## src/hw/rtl/rtp_pkg.sv

```systemverilog
// Shared types, codes and constants of the request TLV parser.
package rtp_pkg;

  // Number of request types that the parser accepts.
  localparam int unsigned NumTypes = 4;
  // Number of expected-count registers, one for each encodable type.
  localparam int unsigned NumCfgRegs = 4;
  // Largest number of arguments in one request.
  localparam logic [1:0] MaxArgs = 2'd3;

  typedef logic [1:0] arg_cnt_t;
  typedef arg_cnt_t [NumCfgRegs-1:0] exp_args_t;

  // Reset values of the expected argument counts, indexed by type.
  localparam exp_args_t ExpArgsReset = '{2'd0, 2'd2, 2'd1, 2'd3};

  // Configuration register indexes.
  typedef enum logic [1:0] {
    CfgExpType0 = 2'd0,
    CfgExpType1 = 2'd1,
    CfgExpType2 = 2'd2,
    CfgExpType3 = 2'd3
  } cfg_idx_e;

  // Parser phase.
  typedef enum logic [2:0] {
    PhType = 3'd0,
    PhLen  = 3'd1,
    PhArg  = 3'd2,
    PhDone = 3'd3,
    PhErr  = 3'd4
  } phase_e;

  // Event reported with every word.
  typedef enum logic [2:0] {
    EvType    = 3'd0,
    EvLen     = 3'd1,
    EvByte    = 3'd2,
    EvDone    = 3'd3,
    EvIgnored = 3'd4,
    EvError   = 3'd5
  } event_e;

  // Sticky error cause.
  typedef enum logic [1:0] {
    CauseNone    = 2'd0,
    CauseBadType = 2'd1,
    CauseCount   = 2'd2,
    CauseTooMany = 2'd3
  } cause_e;

  // Parser state carried from one word to the next.
  typedef struct packed {
    phase_e     phase;
    logic [1:0] latched_type;
    arg_cnt_t   args_seen;
    logic [7:0] arg_length;
    logic [7:0] arg_bytes_seen;
    cause_e     err_cause;
  } state_t;

  // One result word.
  typedef struct packed {
    event_e     event_res;
    logic [7:0] byte_value;
    logic [1:0] arg_index;
    logic [7:0] byte_index;
    logic       arg_last;
    logic [1:0] request_type;
    cause_e     error_cause;
  } result_t;

endpackage

```

## src/hw/rtl/rtp_step.sv

```systemverilog
// One parse step: next parser state and the result word for one received byte.
module rtp_step (
  input  rtp_pkg::state_t    state_i,
  input  logic [7:0]         rx_byte_i,
  input  rtp_pkg::exp_args_t exp_args_i,
  output rtp_pkg::state_t    state_o,
  output rtp_pkg::result_t   result_o
);

  logic       type_ok;
  logic       count_ok;
  logic       too_many;
  logic [7:0] bytes_next;

  // Shared decode of the received byte against the current state.
  assign type_ok    = (32'(rx_byte_i) < rtp_pkg::NumTypes) &&
                      (32'(rx_byte_i) < rtp_pkg::NumCfgRegs);
  assign count_ok   = (state_i.args_seen == exp_args_i[state_i.latched_type]);
  assign too_many   = (state_i.args_seen >= rtp_pkg::MaxArgs);
  assign bytes_next = state_i.arg_bytes_seen + 8'd1;

  // Next state.
  always_comb begin
    state_o = state_i;
    unique case (state_i.phase)
      rtp_pkg::PhType: begin
        if (!type_ok) begin
          state_o.phase     = rtp_pkg::PhErr;
          state_o.err_cause = rtp_pkg::CauseBadType;
        end else begin
          state_o.phase        = rtp_pkg::PhLen;
          state_o.latched_type = rx_byte_i[1:0];
          state_o.args_seen    = '0;
        end
      end
      rtp_pkg::PhLen: begin
        priority if (rx_byte_i == 8'd0) begin
          if (count_ok) begin
            state_o.phase = rtp_pkg::PhDone;
          end else begin
            state_o.phase     = rtp_pkg::PhErr;
            state_o.err_cause = rtp_pkg::CauseCount;
          end
        end else if (too_many) begin
          state_o.phase     = rtp_pkg::PhErr;
          state_o.err_cause = rtp_pkg::CauseTooMany;
        end else begin
          state_o.phase          = rtp_pkg::PhArg;
          state_o.args_seen      = state_i.args_seen + 2'd1;
          state_o.arg_length     = rx_byte_i;
          state_o.arg_bytes_seen = '0;
        end
      end
      rtp_pkg::PhArg: begin
        state_o.arg_bytes_seen = bytes_next;
        if (bytes_next >= state_i.arg_length) begin
          state_o.phase = rtp_pkg::PhLen;
        end
      end
      rtp_pkg::PhDone: begin
        state_o.phase = rtp_pkg::PhDone;
      end
      default: begin
        state_o.phase = rtp_pkg::PhErr;
      end
    endcase
  end

  // Result word; type and cause are reported as they stand after this byte.
  always_comb begin
    result_o              = '0;
    result_o.byte_value   = rx_byte_i;
    result_o.request_type = state_o.latched_type;
    result_o.error_cause  = state_o.err_cause;
    unique case (state_i.phase)
      rtp_pkg::PhType: begin
        result_o.event_res = type_ok ? rtp_pkg::EvType : rtp_pkg::EvError;
      end
      rtp_pkg::PhLen: begin
        priority if (rx_byte_i == 8'd0) begin
          result_o.event_res = count_ok ? rtp_pkg::EvDone : rtp_pkg::EvError;
        end else if (too_many) begin
          result_o.event_res = rtp_pkg::EvError;
        end else begin
          result_o.event_res = rtp_pkg::EvLen;
          result_o.arg_index = state_o.args_seen;
        end
      end
      rtp_pkg::PhArg: begin
        result_o.event_res  = rtp_pkg::EvByte;
        result_o.arg_index  = state_i.args_seen;
        result_o.byte_index = state_i.arg_bytes_seen;
        result_o.arg_last   = (bytes_next >= state_i.arg_length);
      end
      rtp_pkg::PhDone: begin
        result_o.event_res = rtp_pkg::EvIgnored;
      end
      default: begin
        result_o.event_res = rtp_pkg::EvError;
      end
    endcase
  end

endmodule

```

## src/hw/rtl/request_tlv_parser.sv

```systemverilog
// Top level of the request TLV parser: config registers, parser state and result register.
// The parser takes one request byte per cycle, unless the input is stalled, and gives one
// result word per byte, registered, in the cycle after the byte is accepted; a byte can be
// accepted in every cycle that the output is not stalled, since the only loop is the update
// of the parser state register. The result register holds a word while the output is stalled,
// and the input is stalled only while that word is held. Completion and errors are sticky until
// reset. Configuration writes are always taken; an index beyond the four expected-count registers is ignored.
module request_tlv_parser (
  input  logic       clk_i,
  input  logic       rst_ni,
  // Configuration write channel
  input  logic       cfg_valid_i,
  output logic       cfg_ready_o,
  input  logic [7:0] cfg_index_i,
  input  logic [7:0] cfg_data_i,
  // Input words
  input  logic       in_valid_i,
  output logic       in_stall_o,
  input  logic [7:0] rx_byte_i,
  // Result words
  output logic       out_valid_o,
  input  logic       out_stall_i,
  output logic [2:0] event_res_o,
  output logic [7:0] byte_value_o,
  output logic [1:0] arg_index_o,
  output logic [7:0] byte_index_o,
  output logic       arg_last_o,
  output logic [1:0] request_type_o,
  output logic [1:0] error_cause_o
);

  rtp_pkg::exp_args_t exp_args_q;
  rtp_pkg::state_t    state_q, state_d;
  rtp_pkg::result_t   result_q, result_d;
  logic               out_valid_q;
  logic               in_accept;

  // Handshake: the result register frees when its word is taken.
  assign cfg_ready_o = 1'b1;
  assign in_stall_o  = out_valid_q && out_stall_i;
  assign in_accept   = in_valid_i && !in_stall_o;

  // Expected argument count registers.
  always_ff @(posedge clk_i or negedge rst_ni) begin
    if (!rst_ni) begin
      exp_args_q <= rtp_pkg::ExpArgsReset;
    end else if (cfg_valid_i && cfg_ready_o &&
                 (32'(cfg_index_i) < rtp_pkg::NumCfgRegs)) begin
      exp_args_q[cfg_index_i[1:0]] <= cfg_data_i[1:0];
    end
  end

  // Parse step for the byte at the input.
  rtp_step u_step (
    .state_i    (state_q),
    .rx_byte_i  (rx_byte_i),
    .exp_args_i (exp_args_q),
    .state_o    (state_d),
    .result_o   (result_d)
  );

  // Parser state register.
  always_ff @(posedge clk_i or negedge rst_ni) begin
    if (!rst_ni) begin
      state_q <= '{phase: rtp_pkg::PhType, err_cause: rtp_pkg::CauseNone, default: '0};
    end else if (in_accept) begin
      state_q <= state_d;
    end
  end

  // Result valid flag.
  always_ff @(posedge clk_i or negedge rst_ni) begin
    if (!rst_ni) begin
      out_valid_q <= 1'b0;
    end else if (in_accept) begin
      out_valid_q <= 1'b1;
    end else if (!out_stall_i) begin
      out_valid_q <= 1'b0;
    end
  end

  // Result payload register.
  always_ff @(posedge clk_i) begin
    if (in_accept) begin
      result_q <= result_d;
    end
  end

  assign out_valid_o    = out_valid_q;
  assign event_res_o    = result_q.event_res;
  assign byte_value_o   = result_q.byte_value;
  assign arg_index_o    = result_q.arg_index;
  assign byte_index_o   = result_q.byte_index;
  assign arg_last_o     = result_q.arg_last;
  assign request_type_o = result_q.request_type;
  assign error_cause_o  = result_q.error_cause;

`ifndef SYNTH
  // An error word always carries a nonzero cause.
  assert property (@(posedge clk_i) disable iff (!rst_ni)
    (out_valid_o && event_res_o == rtp_pkg::EvError) |-> error_cause_o != rtp_pkg::CauseNone)
    else $error("error word without a cause");

  // The last-byte flag only marks argument bytes.
  assert property (@(posedge clk_i) disable iff (!rst_ni)
    (out_valid_o && arg_last_o) |-> event_res_o == rtp_pkg::EvByte)
    else $error("last flag on a word that is not an argument byte");

  // The error phase is left only by reset.
  assert property (@(posedge clk_i) disable iff (!rst_ni)
    (state_q.phase == rtp_pkg::PhErr) |=> (state_q.phase == rtp_pkg::PhErr))
    else $error("parser left the error phase");

  // Completion is sticky.
  assert property (@(posedge clk_i) disable iff (!rst_ni)
    (state_q.phase == rtp_pkg::PhDone) |=> (state_q.phase == rtp_pkg::PhDone))
    else $error("parser left the done phase");
`endif

endmodule

```

## config.mk

```make
export PLATFORM = sky130hd
export DESIGN_NAME = request_tlv_parser
export DESIGN_NICKNAME = d
export VERILOG_FILES = /design/src/hw/rtl/rtp_pkg.sv /design/src/hw/rtl/rtp_step.sv /design/src/hw/rtl/request_tlv_parser.sv
export SDC_FILE = /design/constraint.sdc
export NUM_CORES = 1
export LEC_CHECK = 0
export ABC_AREA = 1
export CAP_MARGIN = 20
export CORE_UTILIZATION = 23
export DETAILED_ROUTE_END_ITERATION = 10
export DONT_BUFFER_PORTS = 1
export GPL_TIMING_DRIVEN = 0
export MAX_ROUTING_LAYER = met4
export PLACE_DENSITY_LB_ADDON = 0.12
export SYNTH_ARGS = -nofsm -noshare
export SYNTH_HDL_FRONTEND = slang
export SYNTH_SLANG_ARGS = --single-unit
```

## constraint.sdc

```tcl
create_clock -name clk_i -period 2.8 [get_ports clk_i]
set_input_delay 0.56 -clock clk_i [delete_from_list [all_inputs] [get_ports clk_i]]
set_output_delay 0.56 -clock clk_i [all_outputs]
set_load 0.02 [all_outputs]
```

Yosys cells after proc, flatten, opt, wreduce, memory -nomap -nowiden. Cells that the tools add are included.

Register bits: 60. Latch bits: 0. Bits in writable memories: 0. Memory bits (read-only): 0. Bits of input ports: 29. Output and inout port bits: 29. Logic and storage cells: 80. Memories: 0.

Add/sub/neg operators: 2. Multipliers: 0. Div/mod/pow operators: 0. Order comparisons: 7. Equal/unequal tests: 8. Shifts and indexed selects: 0. Mux-type cells: 32. Bitwise logic cells: 2. Reductions and logical operators: 11.

Operators by type and width (number): 18-bit 2-to-1 mux (2); 3-bit 2-to-1 mux (9); 3-bit case mux with 4 select lines (2); 2-bit 2-to-1 mux (9); 8-bit by 3-bit less-than comparator with 1-bit output (second input constant) (2); 8-bit case mux with 2 select lines (1); 2-bit case mux with 2 select lines (3); 8-bit by 1-bit adder with 8-bit output (second input constant) (1); 8-bit bitwise mux (1); 8-bit greater-or-equal comparator (1); 8-bit zero test (1); 4-bit AND reduction (2); 3-bit by 2-bit equality test with 1-bit output (second input constant) (2); 2-bit by 3-bit less-than comparator with 1-bit output (second input constant) (2); 2-bit binary-select mux with 2-bit select (1); 2-bit demux with 2-bit select (1); 1-bit logical AND (4); 4-bit 2-to-1 mux (1); 2-bit by 1-bit != test with 1-bit output (second input constant) (2); 2-bit != test (second input constant) (2); 3-bit by 1-bit equality test with 1-bit output (second input constant) (1); 3-bit zero test (1); 2-bit by 1-bit adder with 2-bit output (second input constant) (1); 2-bit equality test (1); other kinds (7) (9).

Longest topological paths before layout. Gate-level depths: netlist of run 1.

Depth in word-level cells: 7. Mapped depth: 15. Gate-level depth less buffers: 15.

By module. From an unflattened synthesis of run 1, not the netlist that was laid out.

Cell total of the unflattened synthesis: 406. Area total of the unflattened synthesis: 3309.4 µm².

By module, submodules not included: request_tlv_parser (instances 1, cells each 192, area an instance 2197.1 µm², sequential area each 1636.6 µm²); rtp_step (instances 1, cells each 214, area an instance 1112.3 µm², sequential area each 0.0 µm²).

Worst setup path after synthesis of run 1. Ideal clock, no wire load.

Path type: register to register. Start: register state_q[4] (netlist name). End: register state_q[22] (netlist name). Library setup time: 0.123 ns. Arrival: 2.007 ns. Data required time: 2.677 ns. Slack: 0.670 ns. Cell stages (with the launch flop): 15. Path buffers: 0. Clock period less this slack: 2.130 ns. Cells stage by stage: dfrtp_1 > inv_2 > nor3_2 > nand4_1 > nor2_1 > nand2_1 > and2_1 > ha_1 > a21o_1 > nor2_1 > nand4_1 > nand2_1 > inv_1 > nand2_1 > o21ai_1.

Word-level cells in the longest chain between the ends: 4.

Ends and longest elaborated chain: start: declaration (RTL line request_tlv_parser.sv:33) `rtp_pkg::state_t state_q, state_d;`; start signal: assignment (RTL line request_tlv_parser.sv:67) `state_q <= state_d;`; 8-bit by 1-bit adder with 8-bit output (RTL line rtp_step.sv:20) `assign bytes_next = state_i.arg_bytes_seen + 8'd1;`; 8-bit greater-or-equal comparator (RTL line rtp_step.sv:56) `if (bytes_next >= state_i.arg_length) begin`; 2-bit by 1-bit != test with 1-bit output (no line); 2-bit AND reduction (no line).

Every way passes these cells. A chain may end at the register's enable or synchronous reset.

Final worst setup path of run 1. Same ends and word-level chain as after synthesis.

==> results.md, run 1 <==
- CTS max path bufs: 2
- FF+latch count, synth: 60
- Layout area overhead: 17.4%
- Worst Path Buf+Inv: 2
- Combinational fraction of design power: 0.100
- Final max-slew violation count: 0
- Critical path's slowest cell: dfrtp_1
- Total grt overflow: 0
- Die area: 13500 sq um
- Core Region: 12700 sq um
- CP max stage delay: 0.39 ns
- Clk root buf: clkbuf_16
- Sequential cell area: 1640 sq um
- DRT iter0 DRCs: 75
- Setup ws final: 0.335 ns
- Largest net degree at the start of global routing: 36
- Post-synthesis sequential area ratio: 0.548
- Final ANT Viol Nets: 0
- H-tree Lvls: 3
- Fin Clk Skew: 0.00594 ns
- Mean post-synth cell area: 9.25 sq um
- Post-route DRC: 0
- Leak pwr: 1.57 nW
- Most used cell, CP: nand2_1
- Pre-CTS setup slack: 0.296 ns
- Clock tree sinks: 60
- Sequential share of power: 0.450
- Row Count: 41
- WP data arrival: 2.67 ns
- Die W: 116 um
- Cell-internal power: 1.73 mW
- Crit-path max FO: 4
- Die Ht: 116 um
- Total wire length: 6.74 mm
- Final setup viols: 0
- WL/cell: 13.2 um
- Max Clk Rate: 406 MHz
- Layout filler cell count: 1384
- Cell variety after synth: 34
- Post-Syn Nets: 361
- Gr usage total: 0.116
- WS Path Type: flop to flop
- Critical Path, Cell by Cell: inv_2, nor3_2, nand4_1, nor2_1, nand2_1, and2_1, ha_1, a21o_1, nor2_1, nand4_1, nand2_1, inv_1, nand2_1, o21ai_1
- RSZ-0062 raised after global routing: false
- # IOs: 58
- CTS tree: yes
- # diodes: 0
- DP HPWL: 4.86 mm
- Setup crit end kind: flop
- Multi-input gate area: 1130 sq um
- Clock share of power: 0.450
- Initial core utilization: 0.236
- Fin crit period: 2.46 ns
- Peak VDD IR: 289 uV
- Synth Warn #: 0
- Status: complete, no violations
- Clock slew at reported path FFs: 0.05 ns
- Sw Share: 0.260
- Delay-heaviest family, CP: simple AND/OR/NAND/NOR gates
- DR vias/cell: 4.12
- Total CTS buffers: 9
- Nets: 373
- Mapped Area: 2990 sq um
- Part of the cycle the worst path needs: 0.880
- Setup TNS Final: 0 ns
- Worst setup SP type: flop
- Switching Power: 0.606 mW
- WP data required: 3.00 ns
- Number of I/O port buffers: 0
- Clk Latency, worst-skew pair: 0.32 ns
- Slew @ Worst Pin: 0.794 ns
- Vias: 2111
- Vias in the first global route: 2143
- Layout cells sized above 1: 0.194
- Max-cap viol count: 0
- Initial antenna violation count: 0
- Rel. slew slack: 0.471
- Drt first pass iters: 4
- CTS resizes: 0
- Hold Vio Cnt, Final: 0
- Cells after Synth: 323
- First-pass GRT wire length: 11.1 mm
- Hold crit path type: input pin to asynchronous set/reset pin
- RePlAce Congestion: 0.748
- Power Density: 666 nW/um^2
## area by class of cell
class / instances / area share
clock inverters: 2 / 0.00285
multi-input cells: 208 / 0.322
clock buffers: 14 / 0.0781
well taps: 172 / 0.0613
plain buffers: 4 / 0.00892
inverters: 51 / 0.0546
repair buffers: 1 / 0.00571
flip-flops and latches: 60 / 0.466
## registers in the layout (all words and copies together), names as in the netlist
signal and flops:
arg_index_o 2, out_valid_o 1, error_cause_o 2, event_res_o 3
exp_args_q 8, request_type_o 2, byte_index_o 8, state_q 25
byte_value_o 8, arg_last_o 1
## synth_stat cells
cell | count | area [sq um]
a21o_1 | 1 | 7.51
a21oi_1 | 4 | 20.0
and2_1 | 1 | 6.26
and3_1 | 1 | 6.26
buf_2 | 1 | 5.00
buf_4 | 1 | 7.51
buf_8 | 1 | 15.0
clkbuf_1 | 1 | 3.75
conb_1 | 1 | 3.75
dfrtp_1 | 30 | 751
dfstp_2 | 4 | 105
edfxtp_1 | 26 | 781
ha_1 | 9 | 113
inv_1 | 36 | 135
inv_2 | 15 | 56.3
nand2_1 | 84 | 315
nand2_2 | 8 | 50.1
nand2_4 | 2 | 22.5
nand3_1 | 22 | 110
nand3_2 | 2 | 20.0
nand4_1 | 6 | 37.5
nor2_1 | 18 | 67.6
nor2_2 | 2 | 12.5
nor2_4 | 4 | 45.0
nor2_8 | 1 | 20.0
nor3_1 | 1 | 5.00
nor3_2 | 2 | 20.0
nor4_1 | 1 | 6.26
o21ai_0 | 12 | 60.1
o21ai_1 | 10 | 50.1
o21ai_2 | 8 | 70.1
o21bai_1 | 1 | 7.51
o22ai_1 | 3 | 18.8
xor2_1 | 4 | 35.0
## cell families (layout without fill, tap and decap cells)
group,after synthesis,in the layout,share of synthesized area
simple gates,155,155,0.249
flops,60,60,0.548
buf+inv,55,72,0.0745
compound gates,39,39,0.0783
fa+ha+maj,9,9,0.0377
xor+xnor,4,4,0.0117
other cells,1,1,0.00125
## power groups by stage
stage                     clock (mW)  sequential [mW]  combinational, mW
after floorplan                    0             1.05              0.179
after global placement             0             1.07              0.224
after detailed placement           0             1.07              0.223
after CTS                       1.09             1.05              0.239
after global routing            1.13             1.06              0.274
final                           1.05             1.05              0.234
## layer usage
layer | track usage | wire length [um]
met3 | 0.0366 | 316
met1 | 0.157 | 3580
met4 | 0.0410 | 89
met2 | 0.160 | 2750
met5 | - | 0
## stage by stage
step | total power, mW | instances | hold slack (ns) | utilization | area [sq um]
detailed placement | 1.29 | 495 | 0.266 | 0.253 | 3200
finish | 2.34 | 512 | 0.0655 | 0.277 | 3510
global route | 2.46 | 512 | 0.0571 | 0.277 | 3510
global placement | 1.29 | 495 | 0.266 | 0.253 | 3200
floorplan | 1.23 | 323 | 0.264 | - | 2990
CTS | 2.38 | 512 | 0.0604 | 0.277 | 3510
## final timing paths
kind / start / endpoint / slack (ns) / cells past startpoint
setup / recovery: state_q[4] / state_q[22] / 0.34 / 14
setup reg to reg: state_q[4] / state_q[22] / 0.34 / 14
hold / removal: rst_ni / exp_args_q[4] / 0.07 / 1
max in group asynchronous: rst_ni / state_q[4] / 2.56 / 1
hold reg to reg: state_q[0] / state_q[0] / 0.48 / 2
min in group clk_i: rx_byte_i[0] / byte_value_o[0] / 0.33 / 0
## placed cells by master, fill, tap and decap left out
cell type	count
edfxtp_1	26
o21ai_0	12
and2_1	1
ha_1	9
clkbuf_16	9
o21ai_2	8
and3_1	1
buf_4	1
nand3_2	2
nor2_8	1
buf_2	1
nor3_1	1
conb_1	1
nand3_1	22
buf_12	1
o21ai_1	10
dfrtp_1	30
nand4_1	6
o21bai_1	1
nor2_2	2
nor2_1	18
nor4_1	1
clkbuf_1	3
a21o_1	1
a21oi_1	4
o22ai_1	3
clkbuf_8	3
nand2_1	84
nor2_4	4
xor2_1	4
nor3_2	2
nand2_2	8
buf_8	1
nand2_4	2
inv_1	36
dfstp_2	4
inv_2	15
clkinv_2	2
## timing repair
item,CTS,global route
hold buffers,1,0
buffers inserted,0,0
hold endpoints to repair,30,0
(Power assumes the default switching activity.)
==> inputs of run 2 (changes only) <==
- CORE_MARGIN: not set -> 2
==> run 2 against run 1 <==
Net effect: first-iteration DRC count rose by 29%; highest routed layer unchanged; combinational power increased by 2%; clock skew fell by 0.00058 ns; final area down 0.36%; hold slack got worse by 0.00078 ns; utilization down 0.099 points; worst setup slack improved by 0.044 ns; cell count stayed put; maximum frequency grew 1.8%; critical endpoint unchanged; wire length grew 2.6%; global-route usage down 0.45 points; sequential share of layout area rose by 0.17 points.
==> results.md, run 2 (synthesized netlist as in run 1, its figures left out) <==
- Commonest non-fill, non-tap cell in the layout: nand2_1
- WS Path Type: flop to flop
- Largest net degree at the start of global routing: 36 (unchanged)
- Setup ws final: 0.379 ns (+0.0441 ns)
- End of the critical path: state_q[22]
- First-pass GRT wire length: 11.7 mm (+5.4%)
- Finished Layout Cells: 512 (unchanged)
- Total grt overflow: 0 (unchanged)
- Hold crit path type: input pin to asynchronous set/reset pin
- Clock share of power: 0.440 (-0.010)
- Worst setup SP type: flop
- Drt first pass iters: 4 (unchanged)
- DP HPWL: 4.91 mm (+1.0%)
- Setup TNS Final: 0 ns (unchanged)
- Crit-path max FO: 4 (unchanged)
- WP data arrival: 2.68 ns (about the same)
- Total CTS buffers: 9 (unchanged)
- Commonest non-fill, non-tap cells in the layout: 84 x nand2_1, 36 x inv_1, 30 x dfrtp_1
- Slew @ Worst Pin: 0.797 ns (+0.00297 ns)
- Initial antenna violation count: 0 (unchanged)
- Hold WS: 0.0647 ns (-0.000776 ns)
- Peak VDD IR: 304 uV (+5.3%)
- Clock slew at reported path FFs: 0.05 ns (about the same)
- Initial core utilization: 0.236 (unchanged)
- Layout cells sized above 1: 0.191 (-0.00294)
- Cell-internal power: 1.68 mW (-2.9%)
- Die area: 13900 sq um (+3.5%)
- Rel. slew slack: 0.469 (-0.00198)
- Die W: 118 um (+1.7%)
- Crit path from: state_q[4]
- WL/cell: 13.5 um (+2.6%)
- Post-route DRC: 0 (unchanged)
- Clk root buf: clkbuf_16
- Sw Share: 0.269 (+0.00945)
- Final setup viols: 0 (unchanged)
- Fin Clk Skew: 0.00537 ns (-0.000578 ns)
- Gr usage total: 0.111 (-0.00451)
- Final max-slew violation count: 0 (unchanged)
- Pre-CTS setup slack: 0.294 ns (-0.00124 ns)
- Leak pwr: 1.57 nW (-0.12%)
- Switching Power: 0.618 mW (+2.0%)
- Core Region: 12700 sq um (unchanged)
- H-tree Lvls: 3 (unchanged)
- Power Density: 657 nW/um^2 (-1.3%)
- RSZ-0062 raised after global routing: false
- Final core utilization: 0.276 (-0.000988)
- Vias in the first global route: 2208 (+3.0%)
- Sequential share of power: 0.457 (+0.007)
- Max Clk Rate: 413 MHz (+1.8%)
- # IOs: 58 (unchanged)
- Post-CTS Setup Repair Bufs: 0 (unchanged)
- Capture point of the worst reg-to-reg path: state_q[22]
- Post-placement cell count: 495 (unchanged)
- Finished layout cell area: 3500 sq um (-0.36%)
- CTS tree: yes
- Die Ht: 118 um (+1.7%)
- Clk Latency, worst-skew pair: 0.33 ns (about the same)
- Part of the cycle the worst path needs: 0.865 (-0.0157)
- CTS max path bufs: 2 (unchanged)
- Clock tree sinks: 60 (unchanged)
- Tot Pwr: 2.30 mW (-1.6%)
- # diodes: 0 (unchanged)
- RePlAce Congestion: 0.750 (+0.20%)
- Layout filler cell count: 1383 (-0.072%)
- Status: complete, no violations
- Worst r2r path cells: 15 (+1)
- WP data required: 3.06 ns (+0.06 ns)
- Layout area overhead: 17.0%
- Setup crit end kind: flop
- Hold Vio Cnt, Final: 0 (unchanged)
- Largest register FFs: 25 (unchanged)
- Max-cap viol count: 0 (unchanged)
- Placed inst area: 3200 sq um (unchanged)
- Vias: 2126 (+0.71%)
- Final ANT Viol Nets: 0 (unchanged)
- Number of I/O port buffers: 0 (unchanged)
- FF-to-FF Start: state_q[4]
- Row Count: 41 (unchanged)
- Reg2Reg Setup Slack: 0.38 ns (+0.04 ns)
- DR vias/cell: 4.15 (+0.71%)
- Reg with most FFs: state_q
- Total wire length: 6.91 mm (+2.6%)
- Nets: 373 (unchanged)
- DRT iter0 DRCs: 97 (+29%)
- Fin crit period: 2.42 ns (-0.0441 ns)
- Combinational fraction of design power: 0.103 (+0.003)
## run 2: cell count changes in the layout (fill, tap and decap cells not counted), sizes merged
cell,before,now
clkbuf,15,14
clkinv,2,3
## run 2: worst min-delay path by stage
stage	slack, ns	end	start
floorplan	0.26	exp_args_q[3]	rst_ni
global placement	0.27	exp_args_q[6]	rst_ni
detailed placement	0.27	exp_args_q[7]	rst_ni
CTS	0.06	exp_args_q[5]	rst_ni
global route	0.05	exp_args_q[5]	rst_ni
finish	0.06	state_q[23]	rst_ni
## run 2: final cells by class
| type | instances | area (sq um) | area share |
|---|---|---|---|
| Buffer | 4 | 31.3 | 0.00895 |
| Clock buffer | 13 | 250 | 0.0716 |
| Clock inverter | 3 | 15.0 | 0.00429 |
| Inverter | 51 | 191 | 0.0548 |
| Multi-Input combinational cell | 208 | 1140 | 0.325 |
| Sequential cell | 60 | 1640 | 0.468 |
| Tap cell | 172 | 215 | 0.0616 |
| Timing Repair Buffer | 1 | 20.0 | 0.00573 |
## run 2: critical path, stage by stage, from the launching register on
cell and delay, ns:
dfrtp_1 0.39, inv_2 0.08, nor3_4 0.23, nand4_1 0.18
nor2_1 0.13, nand2_1 0.07, and2_1 0.18, ha_1 0.29
nand2_1 0.07, nor2_1 0.17, nand4_1 0.13, nand4_1 0.11
nand2_1 0.08, inv_1 0.12, nand2_1 0.06, o21ai_1 0.07
## run 2: layer usage
metal / part of all wire / global-route usage / vias to the layer above
met3: 0.059 / 0.0407 / 9
li1: - / - / 1074
met4: 0.015 / 0.0361 / 0
met2: 0.41 / 0.153 / 67
met5: 0 / - / -
met1: 0.52 / 0.150 / 976
## run 2: power by group through the flow
| stage | Combinational, mW | Sequential [mW] | Clock (mW) |
|---|---|---|---|
| global placement | 0.223 | 1.07 | 0 |
| global route | 0.277 | 1.06 | 1.08 |
| CTS | 0.240 | 1.05 | 1.04 |
| finish | 0.238 | 1.05 | 1.01 |
| detailed placement | 0.223 | 1.07 | 0 |
| floorplan | 0.179 | 1.05 | 0 |
## run 2: timing repair
action                                  CTS  global route
endpoints found under the hold margin    30             0
resized for setup                         0             1
hold buffers                              1             0
endpoints found under the setup margin    0             3
